`config.mk`:
```
export PLATFORM = sky130hd
export DESIGN_NAME = arithmetic_expression_lexer_top_flat
export DESIGN_NICKNAME = d
export VERILOG_FILES = /design/src/hdl/ael_pkg.sv /design/src/hdl/ael_if.sv /design/src/hdl/arithmetic_expression_lexer_top.sv /design/src/flat_wrapper.sv
export SDC_FILE = /design/constraint.sdc
export NUM_CORES = 1
export LEC_CHECK = 0
export BUFFER_PORTS_ARGS = -buffer_cell sky130_fd_sc_hd__buf_2
export CAP_MARGIN = 15
export CORE_UTILIZATION = 53
export CTS_CLUSTER_DIAMETER = 40
export DETAILED_ROUTE_END_ITERATION = 6
export GPL_ROUTABILITY_DRIVEN = 0
export PLACE_DENSITY_LB_ADDON = 0.12
export SKIP_CTS_REPAIR_TIMING = 1
export SLEW_MARGIN = 20
export SYNTH_ARGS = -nofsm -noshare
export SYNTH_HDL_FRONTEND = slang
export SYNTH_SLANG_ARGS = --single-unit
export TNS_END_PERCENT = 20
```
`constraint.sdc`:
```
create_clock -name clk_i -period 8 [get_ports clk_i]
set_input_delay 0.4 -clock clk_i [delete_from_list [all_inputs] [get_ports clk_i]]
set_output_delay 0.4 -clock clk_i [all_outputs]
set_load 0.05 [all_outputs]
```
`src/hdl/ael_pkg.sv`:
```
// Shared types, token codes and keyword trie for the expression lexer.
`timescale 1ns / 1ps

package ael_pkg;

  localparam logic [2:0] KIND_OP      = 3'd0;
  localparam logic [2:0] KIND_NUM     = 3'd1;
  localparam logic [2:0] KIND_CONST   = 3'd2;
  localparam logic [2:0] KIND_BRACKET = 3'd3;
  localparam logic [2:0] KIND_FUNC    = 3'd4;
  localparam logic [2:0] KIND_COMMA   = 3'd5;
  localparam logic [2:0] KIND_ERR     = 3'd6;

  localparam logic [3:0] NO_CODE = 4'd0;

  localparam logic [3:0] OP_ADD = 4'd0;
  localparam logic [3:0] OP_SUB = 4'd1;
  localparam logic [3:0] OP_MUL = 4'd2;
  localparam logic [3:0] OP_DIV = 4'd3;
  localparam logic [3:0] OP_POW = 4'd4;

  localparam logic [3:0] BR_PAREN_L  = 4'd0;
  localparam logic [3:0] BR_PAREN_R  = 4'd1;
  localparam logic [3:0] BR_SQUARE_L = 4'd2;
  localparam logic [3:0] BR_SQUARE_R = 4'd3;
  localparam logic [3:0] BR_CURLY_L  = 4'd4;
  localparam logic [3:0] BR_CURLY_R  = 4'd5;
  localparam logic [3:0] BR_BAR      = 4'd6;

  localparam logic [3:0] ERR_SECOND_DOT = 4'd0;
  localparam logic [3:0] ERR_LONE_DOT   = 4'd1;
  localparam logic [3:0] ERR_BAD_CHAR   = 4'd2;
  localparam logic [3:0] ERR_BAD_NAME   = 4'd3;

  localparam logic [3:0] CONST_PI = 4'd0;
  localparam logic [3:0] CONST_E  = 4'd1;

  localparam logic [3:0] FN_SIN  = 4'd0;
  localparam logic [3:0] FN_COS  = 4'd1;
  localparam logic [3:0] FN_TG   = 4'd2;
  localparam logic [3:0] FN_CTG  = 4'd3;
  localparam logic [3:0] FN_ASIN = 4'd4;
  localparam logic [3:0] FN_ACOS = 4'd5;
  localparam logic [3:0] FN_ATG  = 4'd6;
  localparam logic [3:0] FN_ACTG = 4'd7;
  localparam logic [3:0] FN_LN   = 4'd8;
  localparam logic [3:0] FN_LG   = 4'd9;
  localparam logic [3:0] FN_LOG  = 4'd10;

  localparam logic [4:0] NODE_ROOT = 5'd0;

  typedef struct packed {
    logic [2:0]  kind;
    logic [3:0]  code;
    logic [31:0] mantissa;
    logic [5:0]  frac;
    logic        ovf;
    logic [15:0] pos;
    logic        last;
  } tok_t;

  typedef struct packed {
    logic       hit;
    logic       done;
    logic [4:0] to;
    logic [2:0] kind;
    logic [3:0] code;
  } trie_t;

  function automatic tok_t mk_tok(input logic [2:0] kind, input logic [3:0] code,
                                  input logic [15:0] pos);
    tok_t t;
    t          = '0;
    t.kind     = kind;
    t.code     = code;
    t.pos      = pos;
    return t;
  endfunction

  function automatic trie_t part_edge(input logic [4:0] to);
    trie_t r;
    r     = '0;
    r.hit = 1'b1;
    r.to  = to;
    return r;
  endfunction

  function automatic trie_t full_edge(input logic [2:0] kind, input logic [3:0] code);
    trie_t r;
    r      = '0;
    r.hit  = 1'b1;
    r.done = 1'b1;
    r.kind = kind;
    r.code = code;
    return r;
  endfunction

  // One step through the name trie: PI and the eleven function names.
  function automatic trie_t trie_step(input logic [4:0] node, input logic [7:0] c);
    trie_t r;
    r = '0;
    case (node)
      5'd0: begin
        if (c == "P") r = part_edge(5'd1);
        else if (c == "s") r = part_edge(5'd2);
        else if (c == "c") r = part_edge(5'd4);
        else if (c == "t") r = part_edge(5'd7);
        else if (c == "a") r = part_edge(5'd8);
        else if (c == "l") r = part_edge(5'd15);
      end
      5'd1:  if (c == "I") r = full_edge(KIND_CONST, CONST_PI);
      5'd2:  if (c == "i") r = part_edge(5'd3);
      5'd3:  if (c == "n") r = full_edge(KIND_FUNC, FN_SIN);
      5'd4: begin
        if (c == "o") r = part_edge(5'd5);
        else if (c == "t") r = part_edge(5'd6);
      end
      5'd5:  if (c == "s") r = full_edge(KIND_FUNC, FN_COS);
      5'd6:  if (c == "g") r = full_edge(KIND_FUNC, FN_CTG);
      5'd7:  if (c == "g") r = full_edge(KIND_FUNC, FN_TG);
      5'd8: begin
        if (c == "s") r = part_edge(5'd9);
        else if (c == "c") r = part_edge(5'd11);
        else if (c == "t") r = part_edge(5'd14);
      end
      5'd9:  if (c == "i") r = part_edge(5'd10);
      5'd10: if (c == "n") r = full_edge(KIND_FUNC, FN_ASIN);
      5'd11: begin
        if (c == "o") r = part_edge(5'd12);
        else if (c == "t") r = part_edge(5'd13);
      end
      5'd12: if (c == "s") r = full_edge(KIND_FUNC, FN_ACOS);
      5'd13: if (c == "g") r = full_edge(KIND_FUNC, FN_ACTG);
      5'd14: if (c == "g") r = full_edge(KIND_FUNC, FN_ATG);
      5'd15: begin
        if (c == "n") r = full_edge(KIND_FUNC, FN_LN);
        else if (c == "g") r = full_edge(KIND_FUNC, FN_LG);
        else if (c == "o") r = part_edge(5'd16);
      end
      5'd16: if (c == "g") r = full_edge(KIND_FUNC, FN_LOG);
      default: r = '0;
    endcase
    return r;
  endfunction

endpackage

```
`src/hdl/ael_if.sv`:
```
// Valid/ready channel interfaces for characters in and tokens out.
`timescale 1ns / 1ps

interface ael_char_if;
  logic       valid;
  logic       ready;
  logic [7:0] char_code;
  logic       end_of_text;

  modport source (output valid, output char_code, output end_of_text, input ready);
  modport sink   (input valid, input char_code, input end_of_text, output ready);
endinterface

interface ael_token_if;
  logic        valid;
  logic        ready;
  logic [2:0]  token_kind;
  logic [3:0]  token_code;
  logic [31:0] mantissa;
  logic [5:0]  fraction_digits;
  logic        number_overflow;
  logic [15:0] token_position;
  logic        last_of_run;

  modport source (output valid, output token_kind, output token_code, output mantissa,
                  output fraction_digits, output number_overflow, output token_position,
                  output last_of_run, input ready);
  modport sink   (input valid, input token_kind, input token_code, input mantissa,
                  input fraction_digits, input number_overflow, input token_position,
                  input last_of_run, output ready);
endinterface

```
`src/hdl/arithmetic_expression_lexer_top.sv`:
```
// Top level of the streaming arithmetic expression lexer.
//
//   channel  direction  transaction
//   char_i   in         one character plus end_of_text flag
//   tok_o    out        one token (operator, number, name, bracket, comma, error)
//
// One character is taken per cycle while char_i.ready is high; its tokens (zero, one
// or two) are computed in the same cycle from the scan state and written into a 4-entry
// token queue, from which tok_o offers them in order after any older queued tokens.
// char_i.ready is high while at most two tokens wait, so a stalled tok_o stops
// input once three or more tokens are queued.
// Reset clears the scan state and empties the queue; no clearing pass is needed.
`timescale 1ns / 1ps

module arithmetic_expression_lexer_top
  import ael_pkg::*;
#(
  parameter int MANTISSA_BITS = 32,
  parameter int POSITION_BITS = 16
) (
  input  logic         clk_i,
  input  logic         rst_ni,
  ael_char_if.sink     char_i,
  ael_token_if.source  tok_o
);

  typedef enum logic [1:0] {
    MODE_IDLE = 2'd0,
    MODE_NUM  = 2'd1,
    MODE_KEY  = 2'd2,
    MODE_DROP = 2'd3
  } mode_e;

  localparam int QDEPTH = 4;
  localparam int QAW    = $clog2(QDEPTH);

  mode_e                    mode_q, mode_d;
  logic [4:0]               node_q, node_d;
  logic [MANTISSA_BITS-1:0] acc_q, acc_d;
  logic [5:0]               frac_q, frac_d;
  logic                     dot_q, dot_d;
  logic                     sat_q, sat_d;
  logic [POSITION_BITS-1:0] idx_q, idx_d;
  logic [POSITION_BITS-1:0] start_q, start_d;

  tok_t                     q_mem_q [QDEPTH];
  logic [QAW-1:0]           wp_q, rp_q;
  logic [QAW:0]             cnt_q;

  tok_t                     res0, res1;
  logic [1:0]               n_res;
  logic                     in_fire, out_fire;

  function automatic logic [31:0] mant32(input logic [MANTISSA_BITS-1:0] a);
    logic [MANTISSA_BITS+31:0] e;
    e = {32'd0, a};
    return e[31:0];
  endfunction

  function automatic logic [15:0] pos16(input logic [POSITION_BITS-1:0] p);
    logic [POSITION_BITS+15:0] e;
    e = {16'd0, p};
    return e[15:0];
  endfunction

  assign in_fire  = char_i.valid && char_i.ready;
  assign out_fire = tok_o.valid && tok_o.ready;

  // Scan step: phase A per mode, phase B idle character, phase C end of text.
  always_comb begin
    logic [7:0]               c;
    logic                     is_digit;
    logic [3:0]               dig;
    logic [MANTISSA_BITS+3:0] accx, prod;
    logic                     do_idle;
    trie_t                    tr;
    tok_t                     ta, tb, tc, num;
    logic                     va, vb, vc;

    c        = char_i.char_code;
    is_digit = (c >= "0") && (c <= "9");
    dig      = c[3:0];
    accx     = {4'd0, acc_q};
    prod     = (accx << 3) + (accx << 1) + {{MANTISSA_BITS{1'b0}}, dig};
    do_idle  = 1'b0;
    ta = '0; tb = '0; tc = '0; num = '0;
    va = 1'b0; vb = 1'b0; vc = 1'b0;
    tr = '0;

    mode_d  = mode_q;
    node_d  = node_q;
    acc_d   = acc_q;
    frac_d  = frac_q;
    dot_d   = dot_q;
    sat_d   = sat_q;
    start_d = start_q;

    case (mode_q)
      MODE_NUM: begin
        if (is_digit) begin
          if (sat_q || (|prod[MANTISSA_BITS+3:MANTISSA_BITS])) begin
            acc_d = '1;
            sat_d = 1'b1;
          end else begin
            acc_d = prod[MANTISSA_BITS-1:0];
          end
          if (dot_q && frac_q < 6'd63) frac_d = frac_q + 6'd1;
          node_d = 5'd1;
        end else if (c == ".") begin
          if (dot_q) begin
            ta     = mk_tok(KIND_ERR, ERR_SECOND_DOT, pos16(start_q));
            va     = 1'b1;
            mode_d = MODE_DROP;
            node_d = NODE_ROOT;
          end else begin
            dot_d = 1'b1;
          end
        end else begin
          if (!node_q[0]) begin
            ta     = mk_tok(KIND_ERR, ERR_LONE_DOT, pos16(start_q));
            mode_d = MODE_DROP;
          end else begin
            ta          = mk_tok(KIND_NUM, NO_CODE, pos16(start_q));
            ta.mantissa = mant32(acc_q);
            ta.frac     = frac_q;
            ta.ovf      = sat_q;
            mode_d      = MODE_IDLE;
            do_idle     = 1'b1;
          end
          va     = 1'b1;
          node_d = NODE_ROOT;
        end
      end
      MODE_KEY: begin
        tr = trie_step(node_q, c);
        if (tr.hit && tr.done) begin
          ta     = mk_tok(tr.kind, tr.code, pos16(start_q));
          va     = 1'b1;
          mode_d = MODE_IDLE;
          node_d = NODE_ROOT;
        end else if (tr.hit) begin
          node_d = tr.to;
        end else begin
          ta     = mk_tok(KIND_ERR, ERR_BAD_NAME, pos16(start_q));
          va     = 1'b1;
          mode_d = MODE_DROP;
          node_d = NODE_ROOT;
        end
      end
      MODE_IDLE: do_idle = 1'b1;
      default:   do_idle = 1'b0;
    endcase

    if (do_idle) begin
      tr = trie_step(NODE_ROOT, c);
      if (c == " " || c == 8'h09) begin
        vb = 1'b0;
      end else if (c == "+" || c == "-" || c == "*" || c == "/" || c == "^") begin
        vb = 1'b1;
        case (c)
          "+":     tb = mk_tok(KIND_OP, OP_ADD, pos16(idx_q));
          "-":     tb = mk_tok(KIND_OP, OP_SUB, pos16(idx_q));
          "*":     tb = mk_tok(KIND_OP, OP_MUL, pos16(idx_q));
          "/":     tb = mk_tok(KIND_OP, OP_DIV, pos16(idx_q));
          default: tb = mk_tok(KIND_OP, OP_POW, pos16(idx_q));
        endcase
      end else if (is_digit || c == ".") begin
        mode_d  = MODE_NUM;
        start_d = idx_q;
        frac_d  = 6'd0;
        sat_d   = 1'b0;
        if (is_digit) begin
          acc_d  = {{(MANTISSA_BITS-4){1'b0}}, dig};
          dot_d  = 1'b0;
          node_d = 5'd1;
        end else begin
          acc_d  = '0;
          dot_d  = 1'b1;
          node_d = NODE_ROOT;
        end
      end else if (c == "e") begin
        tb = mk_tok(KIND_CONST, CONST_E, pos16(idx_q));
        vb = 1'b1;
      end else if (c == "(" || c == ")" || c == "[" || c == "]" || c == "{" ||
                   c == "}" || c == "|") begin
        vb = 1'b1;
        case (c)
          "(":     tb = mk_tok(KIND_BRACKET, BR_PAREN_L, pos16(idx_q));
          ")":     tb = mk_tok(KIND_BRACKET, BR_PAREN_R, pos16(idx_q));
          "[":     tb = mk_tok(KIND_BRACKET, BR_SQUARE_L, pos16(idx_q));
          "]":     tb = mk_tok(KIND_BRACKET, BR_SQUARE_R, pos16(idx_q));
          "{":     tb = mk_tok(KIND_BRACKET, BR_CURLY_L, pos16(idx_q));
          "}":     tb = mk_tok(KIND_BRACKET, BR_CURLY_R, pos16(idx_q));
          default: tb = mk_tok(KIND_BRACKET, BR_BAR, pos16(idx_q));
        endcase
      end else if (tr.hit && !tr.done) begin
        mode_d  = MODE_KEY;
        node_d  = tr.to;
        start_d = idx_q;
      end else if (c == ",") begin
        tb = mk_tok(KIND_COMMA, NO_CODE, pos16(idx_q));
        vb = 1'b1;
      end else begin
        tb     = mk_tok(KIND_ERR, ERR_BAD_CHAR, pos16(idx_q));
        vb     = 1'b1;
        mode_d = MODE_DROP;
      end
    end

    if (char_i.end_of_text) begin
      if (mode_d == MODE_NUM) begin
        if (!node_d[0]) begin
          tc = mk_tok(KIND_ERR, ERR_LONE_DOT, pos16(start_d));
        end else begin
          num          = mk_tok(KIND_NUM, NO_CODE, pos16(start_d));
          num.mantissa = mant32(acc_d);
          num.frac     = frac_d;
          num.ovf      = sat_d;
          tc           = num;
        end
        vc = 1'b1;
      end else if (mode_d == MODE_KEY) begin
        tc = mk_tok(KIND_ERR, ERR_BAD_NAME, pos16(start_d));
        vc = 1'b1;
      end
      mode_d = MODE_IDLE;
      node_d = NODE_ROOT;
      acc_d  = '0;
      frac_d = 6'd0;
      dot_d  = 1'b0;
      sat_d  = 1'b0;
      idx_d  = '0;
    end else begin
      idx_d = idx_q + 1'b1;
    end

    // Keep the first two tokens in order.
    res0 = '0;
    res1 = '0;
    if (va) begin
      res0  = ta;
      res1  = vb ? tb : tc;
      n_res = (vb || vc) ? 2'd2 : 2'd1;
    end else if (vb) begin
      res0  = tb;
      res1  = tc;
      n_res = vc ? 2'd2 : 2'd1;
    end else begin
      res0  = tc;
      n_res = vc ? 2'd1 : 2'd0;
    end
    res0.last = (n_res == 2'd1);
    res1.last = (n_res == 2'd2);
  end

  always_ff @(posedge clk_i or negedge rst_ni) begin
    if (!rst_ni) begin
      mode_q  <= MODE_IDLE;
      node_q  <= '0;
      acc_q   <= '0;
      frac_q  <= '0;
      dot_q   <= 1'b0;
      sat_q   <= 1'b0;
      idx_q   <= '0;
      start_q <= '0;
    end else if (in_fire) begin
      mode_q  <= mode_d;
      node_q  <= node_d;
      acc_q   <= acc_d;
      frac_q  <= frac_d;
      dot_q   <= dot_d;
      sat_q   <= sat_d;
      idx_q   <= idx_d;
      start_q <= start_d;
    end
  end

  // Token queue.
  always_ff @(posedge clk_i or negedge rst_ni) begin
    if (!rst_ni) begin
      wp_q  <= '0;
      rp_q  <= '0;
      cnt_q <= '0;
    end else begin
      if (in_fire) wp_q <= wp_q + QAW'(n_res);
      if (out_fire) rp_q <= rp_q + 1'b1;
      cnt_q <= cnt_q + (in_fire ? (QAW+1)'(n_res) : '0) - (QAW+1)'(out_fire);
    end
  end

  always_ff @(posedge clk_i) begin
    if (in_fire && n_res != 2'd0) q_mem_q[wp_q] <= res0;
    if (in_fire && n_res == 2'd2) q_mem_q[wp_q + 1'b1] <= res1;
  end

  assign char_i.ready = (cnt_q <= (QAW+1)'(QDEPTH - 2));

  assign tok_o.valid           = (cnt_q != '0);
  assign tok_o.token_kind      = q_mem_q[rp_q].kind;
  assign tok_o.token_code      = q_mem_q[rp_q].code;
  assign tok_o.mantissa        = q_mem_q[rp_q].mantissa;
  assign tok_o.fraction_digits = q_mem_q[rp_q].frac;
  assign tok_o.number_overflow = q_mem_q[rp_q].ovf;
  assign tok_o.token_position  = q_mem_q[rp_q].pos;
  assign tok_o.last_of_run     = q_mem_q[rp_q].last;

endmodule
```
`src/flat_wrapper.sv`:
```
// flat-port wrapper written by rule: the top's interface ports become plain ports
module arithmetic_expression_lexer_top_flat import ael_pkg::*;
#(
  parameter int MANTISSA_BITS = 32,
  parameter int POSITION_BITS = 16
)
  (clk_i, rst_ni, char_i_valid, char_i_char_code, char_i_end_of_text, char_i_ready, tok_o_valid, tok_o_token_kind, tok_o_token_code, tok_o_mantissa, tok_o_fraction_digits, tok_o_number_overflow, tok_o_token_position, tok_o_last_of_run, tok_o_ready);
  ael_char_if char_i_i ();
  ael_token_if tok_o_i ();
  input  logic clk_i;
  input  logic rst_ni;
  input wire logic [$bits(char_i_i.valid)-1:0] char_i_valid;
  input wire logic [$bits(char_i_i.char_code)-1:0] char_i_char_code;
  input wire logic [$bits(char_i_i.end_of_text)-1:0] char_i_end_of_text;
  output wire logic [$bits(char_i_i.ready)-1:0] char_i_ready;
  output wire logic [$bits(tok_o_i.valid)-1:0] tok_o_valid;
  output wire logic [$bits(tok_o_i.token_kind)-1:0] tok_o_token_kind;
  output wire logic [$bits(tok_o_i.token_code)-1:0] tok_o_token_code;
  output wire logic [$bits(tok_o_i.mantissa)-1:0] tok_o_mantissa;
  output wire logic [$bits(tok_o_i.fraction_digits)-1:0] tok_o_fraction_digits;
  output wire logic [$bits(tok_o_i.number_overflow)-1:0] tok_o_number_overflow;
  output wire logic [$bits(tok_o_i.token_position)-1:0] tok_o_token_position;
  output wire logic [$bits(tok_o_i.last_of_run)-1:0] tok_o_last_of_run;
  input wire logic [$bits(tok_o_i.ready)-1:0] tok_o_ready;
  assign char_i_i.valid = char_i_valid;
  assign char_i_i.char_code = char_i_char_code;
  assign char_i_i.end_of_text = char_i_end_of_text;
  assign char_i_ready = char_i_i.ready;
  assign tok_o_valid = tok_o_i.valid;
  assign tok_o_token_kind = tok_o_i.token_kind;
  assign tok_o_token_code = tok_o_i.token_code;
  assign tok_o_mantissa = tok_o_i.mantissa;
  assign tok_o_fraction_digits = tok_o_i.fraction_digits;
  assign tok_o_number_overflow = tok_o_i.number_overflow;
  assign tok_o_token_position = tok_o_i.token_position;
  assign tok_o_last_of_run = tok_o_i.last_of_run;
  assign tok_o_i.ready = tok_o_ready;
  arithmetic_expression_lexer_top #(.MANTISSA_BITS(MANTISSA_BITS), .POSITION_BITS(POSITION_BITS)) u_core (.clk_i(clk_i), .rst_ni(rst_ni), .char_i(char_i_i), .tok_o(tok_o_i));
endmodule
```
==> results of run 1 <==
[cell type report]
class                           count  share of cell area (%)
Timing Repair Buffer              108                    2.88
Multi-Input combinational cell   1371                    43.9
Clock buffer                       62                    5.74
Sequential cell                   338                    43.0
Clock inverter                     24                    1.23
Inverter                           29                   0.483
Tap cell                          504                    2.80
[routing by layer]
metal,up-vias,GRT usage [%],part of all wire [%]
met5,-,0,0.014
met4,2,11.1,3.0
met3,114,4.55,7.8
met2,762,44.1,45
met1,7788,41.4,44
li1,7323,-,-
[report_power, final]
group | total [mW] | internal [mW] | switching [mW] | leakage (nW)
sequential | 2.34 | 2.17 | 0.169 | 3.57
combinational | 2.96 | 0.855 | 2.11 | 3.87
clock | 2.07 | 1.28 | 0.793 | 0.756
total | 7.37 | 4.30 | 3.07 | 8.19
[cell usage in the layout, fill, tap and decap left out, types with 34 or more instances in the layout]
cell type    n
buf_2       76
nand2_1    257
dfrtp_1     84
o22ai_1    114
ha_1        76
mux4_2      63
a21oi_1     54
o21ai_2     34
o21ai_0    187
a22oi_1     42
clkbuf_16   48
edfxtp_1   248
nor2_1      82
[logic make-up (layout without fill, tap and decap cells)]
| group | count (synthesis) | count (layout) | share of synthesized area, % |
|---|---|---|---|
| compound gates | 608 | 608 | 20.0 |
| xor+xnor | 49 | 49 | 2.17 |
| fa+ha+maj | 79 | 79 | 5.03 |
| buf+inv | 152 | 223 | 3.11 |
| flops | 338 | 338 | 48.1 |
| mux | 88 | 88 | 8.45 |
| simple gates | 547 | 547 | 13.1 |
[cells in the mapped netlist (all sizes together) (15+ instances only)]
cell    count  area, um^2
nor2       88         335
nand3      33         165
edfxtp    248        7450
clkbuf     87         328
o21ai     224        1240
mux4       63        1420
o221ai     25         219
mux2       21         240
o22ai     116         738
xor2       23         201
a21oi      56         288
a22o       18         158
a22oi      42         315
nand2     263         990
dfrtp      86        2150
ha         76         951
nor3       31         165
xnor2      26         235
buf        36         189
inv        29         109
nor2b      15        93.8
nand2b     16         100
[how the worst min path moves through the flow]
| stage | startpoint | to | slack [ns] | depth (start not counted) |
|---|---|---|---|---|
| floorplan | rst_ni | u_core.acc_q[0] | 0.10 | 0 |
| global placement | rst_ni | u_core.rp_q[0] | 0.45 | 1 |
| detailed placement | u_core.q_mem_q[0][59] | u_core.q_mem_q[0][59] | 0.45 | 2 |
| CTS | rst_ni | u_core.node_q[2] | -0.14 | 1 |
| global route | tok_o_ready | u_core.rp_q[0] | 0.22 | 3 |
| finish | tok_o_ready | u_core.rp_q[0] | 0.21 | 3 |
[worst max-delay path, stage by stage (launching register included)]
cell and delay (ns):
dfrtp_1 0.71, xnor2_1 0.19, mux2i_1 0.13, a32o_1 0.28, a211o_1 0.33, nor4b_1 0.72, a31oi_1 0.18, o21ai_0 0.35
o21ai_0 0.24, ha_1 0.32, nor2b_1 0.15, inv_1 0.06, ha_1 0.32, or2_2 0.38, o21ai_2 0.49, o21a_1 0.67
buf_4 0.37, o21ai_0 0.12
[state kept, by name (all words and copies together) (netlist names)]
| name | count |
|---|---|
| u_core.cnt_q | 3 |
| u_core.rp_q | 2 |
| u_core.acc_q | 32 |
| u_core.q_mem_q | 252 |
| u_core.sat_q | 1 |
| u_core.idx_q | 16 |
| u_core.dot_q | 1 |
| u_core.node_q | 5 |
| u_core.start_q | 16 |
| u_core.wp_q | 2 |
| u_core.frac_q | 6 |
| u_core.mode_q | 2 |
[metrics by stage]
stage / total power [mW] / area [um^2] / setup WS [ns] / std cells
4_1_cts: 7.39 / 22500 / 1.84 / 2435
5_1_grt: 7.67 / 22500 / 1.23 / 2436
3_5_place_dp: 5.32 / 20900 / 1.74 / 2349
2_1_floorplan: 4.53 / 20100 / 1.82 / 1861
3_3_place_gp: 5.27 / 20900 / 1.91 / 2349
6_report: 7.37 / 22500 / 1.70 / 2436
==> impl_metrics.yaml, run 1 <==
run_status:
  status: "finished clean"
hold_path:
  min_path_type: "input pin to flop"
synthesis:
  yosys_warnings: 0
  netlist_instances: 1861
  yosysSeqAreaShare_pct: 48.1
  ys_async_sr_fraction_pct: 25.4
  avgSynthCellArea_um2: 10.8
  synth.ff_latch_count: 338
  syn-num-nets: 1953
  yosys.cell_types.count: 94
  synthFlopType: "edfxtp_1"
  syn_area_um2: 20100
  synth_edf_count: 248
sta:
  fin_skew_ns: 0.0128
  finalHoldViolCount: 0
  rsz0062_at_grt: "false"
  worst-slew-pin-transition_ns: 1.07
  fmaxAchievable_mhz: 159
  holdWs_ns: 0.207
  relSlewSlack_pct: 28.8
  slew_violations: 0
  period_minus_slack_ns: 6.30
  finalSetupTns_ns: 0
  setup_viol_count_final: 0
  fin_crit_sh_pct: 78.7
layout:
  seqCellArea_um2: 9680
  nFillCells: 3064
  area_growth_pct: 12.0
  multi_input_comb_area_um2: 9880
  n_antenna_cell: 0
  layout.nets: 1987
  layout-drive-gt1-share_pct: 17.9
  post-route-util_pct: 60.9
routing:
  drt_iter0_markers: 1647
  drcViolationCount: 0
  vias: 16000
  via_per_inst: 6.56
  wl_mm: 55.4
  antenna_left: 0
  wl_per_cell_um: 22.7
  dr.pass1.iters: 7
global_route:
  grt.total_usage_pct: 28.8
  grt_pass1_vias: 15300
  grt_start_max_net_pins: 65
  antenna_found_initial: 1
  grt_pass1_wl_mm: 86.8
  grt_overflow: 0
clock_tree:
  cts_buffer_depth: 3
  tritoncts: "yes"
  worstSkewPairLatency_ns: 0.57
  cts_buffers: 47
  cts.clk_slew.worst_paths_ns: 0.05
  clock_sinks: 338
  htree_levels: 2
  cts_root_buffer: "clkbuf_16"
setup_path:
  reg2reg_depth: 17
  startpoint: "u_core.node_q[3]"
  r2r_setup_slack_ns: 1.70
  endpoint_kind: "flop"
  worst_ep_required_time_ns: 8.29
  cp_max_fo: 20
  path_class: "flop to flop"
  crit_arrival_ns: 6.58
  rr_startpoint: "u_core.node_q[3]"
  cp-start-kind: "flop"
  worstReg2RegEnd: "u_core.q_mem_q[3][42]"
  crit_path_end: "u_core.q_mem_q[3][42]"
die:
  initial_utilization_pct: 54.4
  core_um2: 37000
  dieArea_um2: 38700
  num_rows: 70
  boundaryPins: 78
  die_w_um: 197
  die_y_um: 197
job:
  max_cap_violations: 0
power_and_ir_drop:
  power.leakage_nw: 8.19
  ir_worst_vdd_mv: 0.209
  power.density_nw_per_um2: 327
placement:
  dp_hpwl_mm: 35.3
  portBuffers: 77
Note: power is estimated with default switching activity, not from simulation.
==> run 2, diff against run 1 <==
- clock period: 8 -> 6.5 ns (I/O delays scaled with it)
==> impl_metrics.yaml, run 2 (same netlist as run 1, synthesis figures left out) <==
global_route:
  grt_overflow: 0
  grt_pass1_vias: 15900
  grt_pass1_wl_mm: 90.1
  grt_start_max_net_pins: 55
  grt.total_usage_pct: 29.9
  antenna_found_initial: 1
sta:
  period_minus_slack_ns: 5.93
  setup_viol_count_final: 0
  worst-slew-pin-transition_ns: 1.10
  layout_setup_ws_ns: 0.570
  holdWs_ns: 0.130
  finalHoldViolCount: 0
  fin_crit_sh_pct: 91.2
  fmaxAchievable_mhz: 169
  finalSetupTns_ns: 0
  rsz0062_at_grt: "false"
  relSlewSlack_pct: 26.8
  fin_skew_ns: 0.0284
  slew_violations: 0
routing:
  vias: 16300
  via_per_inst: 6.65
  wl_mm: 57.5
  drt_iter0_markers: 1658
  wl_per_cell_um: 23.5
  drcViolationCount: 0
  dr.pass1.iters: 6
  antenna_left: 0
die:
  num_rows: 70
  die_w_um: 197
  dieArea_um2: 38700
  boundaryPins: 78
  core_um2: 37000
  initial_utilization_pct: 54.4
  die_y_um: 197
layout:
  final_common_cell: "nand2_1"
  layout_common_cells: "nand2_1, edfxtp_1, o21ai_0"
  final_design_area_no_fill_um2: 22700
  nFillCells: 3043
  layout-drive-gt1-share_pct: 18.4
  seqCellArea_um2: 9680
  top_regs: "u_core.q_mem_q x252, u_core.acc_q x32"
  largest_register_ffs: 252
  post-route-util_pct: 61.5
  n_antenna_cell: 0
  layout.nets: 1996
  layout.cells.non_filler: 2450
  top_register: "u_core.q_mem_q"
  multi_input_comb_area_um2: 9900
  area_growth_pct: 13.1
run_status:
  status: "finished clean"
clock_tree:
  htree_levels: 2
  tritoncts: "yes"
  clock_sinks: 338
  worstSkewPairLatency_ns: 0.59
  cts_buffers: 50
  cts.clk_slew.worst_paths_ns: 0.05
  cts_root_buffer: "clkbuf_16"
  cts_buffer_depth: 3
job:
  max_cap_violations: 0
power_and_ir_drop:
  power.density_nw_per_um2: 407
  power.leakage_nw: 8.30
  ir_worst_vdd_mv: 0.200
  total_power_mw: 9.26
setup_path:
  cp_max_fo: 30
  path_class: "flop to flop"
  cp-start-kind: "flop"
  worst_ep_required_time_ns: 6.80
  endpoint_kind: "flop"
  crit_arrival_ns: 6.23
placement:
  place_ws_ns: 0.617
  dp_hpwl_mm: 36.5
  dp_cells: 2355
  portBuffers: 77
  place_area_um2: 21000
hold_path:
  min_path_type: "input pin to flop"
[run 2: routing by layer]
layer / up-vias / track usage [%] / wire (um) / part of all wire, %
met2: 818 / 46.9 / 26600 / 46
li1: 7365 / - / - / -
met4: 2 / 11.9 / 1870 / 3.2
met1: 7988 / 41.5 / 24400 / 42
met3: 122 / 5.29 / 4610 / 8.0
met5: - / 0 / 12 / 0.021
[run 2: cell type report]
class                      count  share of cell area (%)
clock buffer                  58                    5.68
clock inverter                36                    1.71
multi-input combinational   1371                    43.5
sequential                   338                    42.6
timing repair buffer         114                    3.21
tap                          504                    2.77
inverter                      29                   0.479
[run 2: power breakdown]
part           switching [mW]  internal [mW]  leakage (nW)
Combinational            2.56           1.06          3.91
Clock                    1.05           1.64         0.820
Sequential              0.285           2.66          3.57
Total                    3.89           5.36          8.30
[run 2: path summary, 6_finish.rpt]
kind                                             from                     to  slack [ns]  cells past startpoint
worst max-delay path                 u_core.node_q[3]  u_core.q_mem_q[1][23]        0.57                     18
worst min-delay path                      tok_o_ready         u_core.rp_q[0]        0.13                      3
worst max register to register       u_core.node_q[3]  u_core.q_mem_q[1][23]        0.57                     18
worst min register to register  u_core.q_mem_q[0][59]  u_core.q_mem_q[0][59]        0.45                      2
max in group asynchronous                      rst_ni       u_core.acc_q[19]        5.09                      3
min in group asynchronous                      rst_ni       u_core.frac_q[1]        0.32                      2
[run 2: worst max-delay path, stage by stage (launching register included)]
cell,delay (ns)
dfrtp_1,0.69
xnor2_1,0.19
mux2i_1,0.12
a32o_1,0.28
a211o_1,0.32
nor4b_1,0.72
a31oi_1,0.16
o21ai_0,0.30
o21ai_0,0.21
ha_1,0.32
nor2b_1,0.15
inv_1,0.06
ha_1,0.33
nor2_1,0.06
nand3_1,0.10
mux2_4,0.42
or3b_1,0.37
o21a_4,0.66
o22ai_2,0.16
==> run 3, diff against run 2 <==
==> constraint.sdc (replaced) <==
create_clock -name clk_i -period 6.5 [get_ports clk_i]
set_input_delay 1.3 -clock clk_i [delete_from_list [all_inputs] [get_ports clk_i]]
set_output_delay 1.3 -clock clk_i [all_outputs]
set_load 0.05 [all_outputs]
==> impl_metrics.yaml, run 3 (same netlist as run 1, synthesis figures left out) <==
run_status:
  status: "finished clean"
setup_path:
  cp_max_fo: 33
  cp-start-kind: "input pin"
  r2r_setup_slack_ns: 0.95
  worst_ep_required_time_ns: 6.80
  crit_arrival_ns: 6.14
  endpoint_kind: "flop"
  path_class: "input pin to flop"
job:
  max_cap_violations: 0
routing:
  via_per_inst: 6.59
  wl_mm: 57.2
  drt_iter0_markers: 1816
  antenna_left: 0
  wl_per_cell_um: 23.2
  vias: 16300
  dr.pass1.iters: 6
  drcViolationCount: 0
sta:
  worst-slew-pin-transition_ns: 0.993
  period_minus_slack_ns: 5.84
  fmaxAchievable_mhz: 171
  relSlewSlack_pct: 33.7
  finalHoldViolCount: 0
  fin_skew_ns: 0.0247
  slew_violations: 0
  holdWs_ns: 0.490
  fin_crit_sh_pct: 89.8
  rsz0062_at_grt: "false"
  setup_viol_count_final: 0
global_route:
  grt_pass1_wl_mm: 89.9
  grt_overflow: 0
  antenna_found_initial: 1
  grt_start_max_net_pins: 54
  grt_pass1_vias: 16000
  grt.total_usage_pct: 30.1
power_and_ir_drop:
  comb_power_share_pct: 39.0
  power.leakage_nw: 8.46
  sequentialPowerShare_pct: 30.9
  clkPwrFrac_pct: 30.0
  power.internal_mw: 5.56
  power.share.switching_pct: 41.0
  p_sw_mw: 3.86
  power.density_nw_per_um2: 409
  ir_worst_vdd_mv: 0.276
placement:
  dp_cells: 2381
  portBuffers: 77
  dp_hpwl_mm: 37.5
die:
  die_y_um: 197
  core_um2: 37000
  die_w_um: 197
  dieArea_um2: 38700
  initial_utilization_pct: 54.4
  num_rows: 70
  boundaryPins: 78
layout:
  area_growth_pct: 14.5
  layout.cells.non_filler: 2471
  layout-drive-gt1-share_pct: 19.6
  layout_common_cells: "nand2_1, edfxtp_1, o21ai_0"
  n_antenna_cell: 0
  top_regs: "u_core.q_mem_q x252, u_core.acc_q x32"
  top_register: "u_core.q_mem_q"
  layout.nets: 2019
  final_common_cell: "nand2_1"
  largest_register_ffs: 252
clock_tree:
  cts_root_buffer: "clkbuf_16"
  clock_sinks: 338
  htree_levels: 2
  cts_buffers: 48
  cts_buffer_depth: 3
  cts.clk_slew.worst_paths_ns: 0.05
  worstSkewPairLatency_ns: 0.59
  tritoncts: "yes"
hold_path:
  min_path_type: "flop to flop"
run 3: power by group through the flow:
stage | registers, mW | logic (mW) | clock network [mW]
floorplan | 2.80 | 2.76 | 0
finish | 2.92 | 3.68 | 2.83
global route | 2.95 | 3.90 | 2.93
global placement | 2.94 | 3.63 | 0
CTS | 2.91 | 3.67 | 2.85
detailed placement | 2.95 | 3.66 | 0
run 3: layer usage:
layer / vias up / global-route usage, % / part of all wire, %
li1: 7379 / - / -
met1: 8048 / 42.8 / 43
met2: 726 / 46.4 / 46
met3: 118 / 5.39 / 7.9
met4: 2 / 10.4 / 2.7
met5: - / 0 / 0.017
run 3: area by class of cell:
type | count | area [um^2]
Tap cell | 504 | 631
Inverter | 29 | 109
Multi-Input combinational cell | 1371 | 9880
Fill cell | 3021 | 13900
Timing Repair Buffer | 139 | 953
Clock buffer | 59 | 1350
Clock inverter | 31 | 410
Sequential cell | 338 | 9680
run 3: path summary, 6_finish.rpt:
check / from / to / depth (start not counted)
worst max-delay path: char_i_char_code[0] / u_core.q_mem_q[2][38] / 19
worst min-delay path: u_core.q_mem_q[3][59] / u_core.q_mem_q[3][59] / 2
worst max register to register: u_core.node_q[0] / u_core.q_mem_q[2][38] / 18
worst min register to register: u_core.q_mem_q[3][59] / u_core.q_mem_q[3][59] / 2
max in group asynchronous: rst_ni / u_core.rp_q[0] / 2
min in group asynchronous: rst_ni / u_core.rp_q[1] / 1
run 3: critical path, stage by stage:
cell and delay (ns):
buf_2 0.35, and4b_1 0.36, a221oi_2 0.35, o22ai_1 0.16
a21o_1 0.26, a211oi_1 0.41, nand2_1 0.10, o21ai_0 0.16
o21ai_0 0.23, ha_1 0.33, nor2b_1 0.16, inv_1 0.06
ha_1 0.32, or2_2 0.38, o21ai_2 0.26, buf_12 0.27
o21a_1 0.14, buf_4 0.36, o21ai_0 0.16
run 3: metrics by stage:
stage	setup WS [ns]	util [%]	area [um^2]	power, mW	setup TNS [ns]
after floorplan	-0.476	-	20100	5.56	-86.35
after global placement	0.132	57.5	21300	6.56	0
after detailed placement	0.165	57.5	21300	6.61	0
after CTS	0.700	62.3	23000	9.44	0
after global routing	0.355	62.3	23000	9.78	0
final	0.660	62.3	23000	9.42	0
